**config.mk**
```make
export PLATFORM = sky130hd
export DESIGN_NAME = aesbc_key_cell
export DESIGN_NICKNAME = d
export VERILOG_FILES = /design/src/design/aesbc_key_cell.sv
export SDC_FILE = /design/constraint.sdc
export NUM_CORES = 1
export LEC_CHECK = 0
export BUFFER_PORTS_ARGS = -buffer_cell sky130_fd_sc_hd__buf_2
export CORE_UTILIZATION = 29
export CTS_BUF_LIST = sky130_fd_sc_hd__clkbuf_4 sky130_fd_sc_hd__clkbuf_8
export DETAILED_ROUTE_END_ITERATION = 16
export GPL_TIMING_DRIVEN = 0
export PLACE_DENSITY = 0.59
export SYNTH_ARGS = -nofsm -noshare
export SYNTH_HDL_FRONTEND = slang
export SYNTH_SLANG_ARGS = --single-unit
```
**constraint.sdc**
```tcl
create_clock -name i_clk -period 3.75 [get_ports i_clk]
set_clock_uncertainty 0.2 [all_clocks]
set_input_delay 0.375 -clock i_clk [delete_from_list [all_inputs] [get_ports i_clk]]
set_output_delay 0.375 -clock i_clk [all_outputs]
set_load 0.02 [all_outputs]
```
**src/design/aesbc_key_cell.sv**
```systemverilog
// one word of the key-schedule window; words shift one place per step
module aesbc_key_cell (
    input  logic        i_clk,
    input  logic        i_load,
    input  logic [31:0] i_load_word,
    input  logic        i_shift,
    input  logic [31:0] i_word,
    output logic [31:0] o_word
);
    logic [31:0] r_word;

    always_ff @(posedge i_clk) begin
        if (i_load) begin
            r_word <= i_load_word;
        end else if (i_shift) begin
            r_word <= i_word;
        end
    end

    assign o_word = r_word;
endmodule

```
==> results list <==
- Result of the run: finished clean
- In the finished design, the share of the clock period the worst path needs comes to 41.80%.
- Number of primary I/O pins: 99
- For this run the aggregate overflow at the end of global routing stands at 0.
- After synthesis, the largest area contributor takes up 63.73% of total cell area.
* Start-to-end type of the worst setup path: in2reg
- Counting the buffers created by CTS gives 5.
* Number of global-route vias before repair: 970
* Slew at the pin closest to its max-slew limit: 744.4 ps
* Via count of the routed design: 996
- The register with the most flip-flops in the layout has 32 of them.
- In this run the deepest clock path goes through 2 buffers.
- Most frequent cells in the layout: sky130_fd_sc_hd__buf_2, sky130_fd_sc_hd__edfxtp_1, sky130_fd_sc_hd__mux2_4
- Global routing consumed, on the met3 layer, 5.691% of the routing resources.
- Entering global routing, the biggest net connects 33 pins.
- Across all hold checks on the routed design, the worst slack comes to 195.3 ps.
- Final sum of negative setup slack: 0 ps
- From bottom edge to top edge, the die measures 74.11 microns.
- The path class of the tightest hold or removal check is in2reg.
- The worst setup path is captured at a flop.
- In this run the static leakage power is 1.039 nW.
- Number of pins exceeding their max-slew limit in the final report: 0
- Final critical-path required period: 1568 ps
- Synthesized area: 1508 sq um
* Max FO, Critical Path: 32
* Quantity of hold-fixing buffers added after cts: 0
* Post-synth top area cell: sky130_fd_sc_hd__edfxtp_1
- The final-report hold violation count is 0.
- For this run, design rule violations remaining after detail routing come to 0.
- Data on the critical path arrives at its endpoint at 1270 ps.
* Final core occ: 44.52%
- After detailed routing, the average wire length per cell comes to 12.57 microns.
- The congestion estimate from routability-driven global placement came to 0.6914.
- The final layout contains routed wiring with a total length of 3017 microns.
- Total die area: 5492 sq um
- Antenna violations before repair: 0
- Core Rows: 25
* Crit path setup slack, layout: 2182 ps
- In the routed layout, each cell is associated on average with a via count of 4.150.
- Layer carrying the most global-route usage: met2
* Total inserted antenna cells: 0
* Power per standard cell area: 412.7 nW/um^2
* Yosys warning count: 0
- Leaving out fill and tap cells, the most frequent cell in the layout is sky130_fd_sc_hd__buf_2.
* Met2 Use GR: 17.47%
- The number of different library cells used by synthesis comes to 6.
* Delay-heaviest family, CP: simple AND/OR/NAND/NOR gates
- Quantity of gates resized following cts: 0
- Compared with the post-synthesis result, the final layout area differs by 43.15%.
- Global routing used 11.11% of the available tracks across all layers.
* CTS H-Tree Depth: 2
- Antenna-violating nets left: 0
- Buffers added to address setup during post-CTS repair amount to 0.
* Critical Path Source Type: input pin
* Finish-stage setup viols: 0
- After filler insertion, the fill cell instance count of the layout stands at 470.
- Setup repair after global routing left no endpoint under its margin.
* Post-detail-place hpwl: 2392 microns
* Leading post-synthesis cells by cell area: sky130_fd_sc_hd__edfxtp_1, sky130_fd_sc_hd__mux2_4, sky130_fd_sc_hd__buf_12
* Longest individual stage delay on the worst path: 610 ps
- Final std cell area, no fill: 2158 sq um
- Register bit total from synthesis: 32
* Clock sink count: 32
- A synthesized cell averages 21.85 sq um.
- The die is 74.11 microns wide.
* Seq/Total Area, Yosys: 63.73%
- # Max-Cap Violations: 0
* Mapped Nets: 136
* Final-stage net count: 240
- Relative slew slack: 50.38%
- Cell area after placement: 2077 sq um
* Fraction of met1 tracks used by global routing: 12.31%
- After the first detailed-routing iteration, the DRC count stood at 25.
- Count of buffer and inverter cells on the critical path: 2
- TritonCTS built the clock tree.
- Root buffer cell: sky130_fd_sc_hd__clkbuf_8
- The slowest stage of the critical path is the sky130_fd_sc_hd__or2_2 cell.
* Share of cells above drive strength 1: 81.50%
- Fmax: 637.9 MHz
- After technology mapping, the gate count stands at 69.
- Across the VDD grid, the largest voltage drop is 0.1769 mV.
- Detailed-routing iteration count for the pre-antenna-repair pass: 3
* Required time of the critical path: 3450 ps
- Initial Utilization: 31.10%
* Cells traversed along the worst timing path: buf_6 -> buf_12 -> or2_2
- Before CTS, the worst setup slack after placement is 1406 ps.
* Clk pin slew, worst setup/hold paths: 70 ps
- The total area inside the core boundary comes to 4848 sq um.
- The first global-routing pass estimated 4395 microns of wire.
- In this run the tool buffered the top-level ports with 97 buffer cells.
==> per-layer routing <==
metal  up-vias  part of all wire (%)
met5         -                     0
met4         0                  0.76
met3         2                    13
met2        62                    49
met1       456                    38
li1        476                     -
==> metrics by stage <==
stage | std cells | total power, mW
4_1_cts | 240 | 0.9049
3_5_place_dp | 233 | 0.6507
3_3_place_gp | 233 | 0.6465
6_report | 240 | 0.8907
2_1_floorplan | 69 | 0.5733
5_1_grt | 240 | 0.9290
==> power breakdown <==
part	total (mW)	switching (mW)	internal, mW
clock	0.251	0.118	0.133
sequential	0.448	0.00871	0.439
combinational	0.191	0.0966	0.0949
==> synth_stat cells (all sizes together) <==
library cell and n:
mux2 32, edfxtp 32, or2 1, buf 4
==> final timing paths <==
kind                  startpoint                   end  slack (ps)  depth (start not counted)
worst max-delay path      i_load   o_word[1]$_DFFE_PP_        2180                          3
worst min-delay path  i_word[19]  o_word[19]$_DFFE_PP_         200                          2
==> logic make-up (layout without fill, tap and decap cells) <==
group	Yosys count	in the layout	synth area share, %
flip-flops	32	32	63.73
AND/OR/NAND/NOR	1	1	0.4152
buffers and inverters	4	108	4.730
multiplexers	32	32	31.12
==> final cells by class <==
class	count	area (sq um)	area share (%)
plain buffers	4	71.32	3.304
clock buffers	6	76.32	3.536
clock inverters	1	5.005	0.2319
multi-input cells	33	475.5	22.03
flip-flops and latches	32	960.9	44.52
well taps	67	83.83	3.884
repair buffers	97	485.5	22.49
Power figures use the tool's default switching activity.
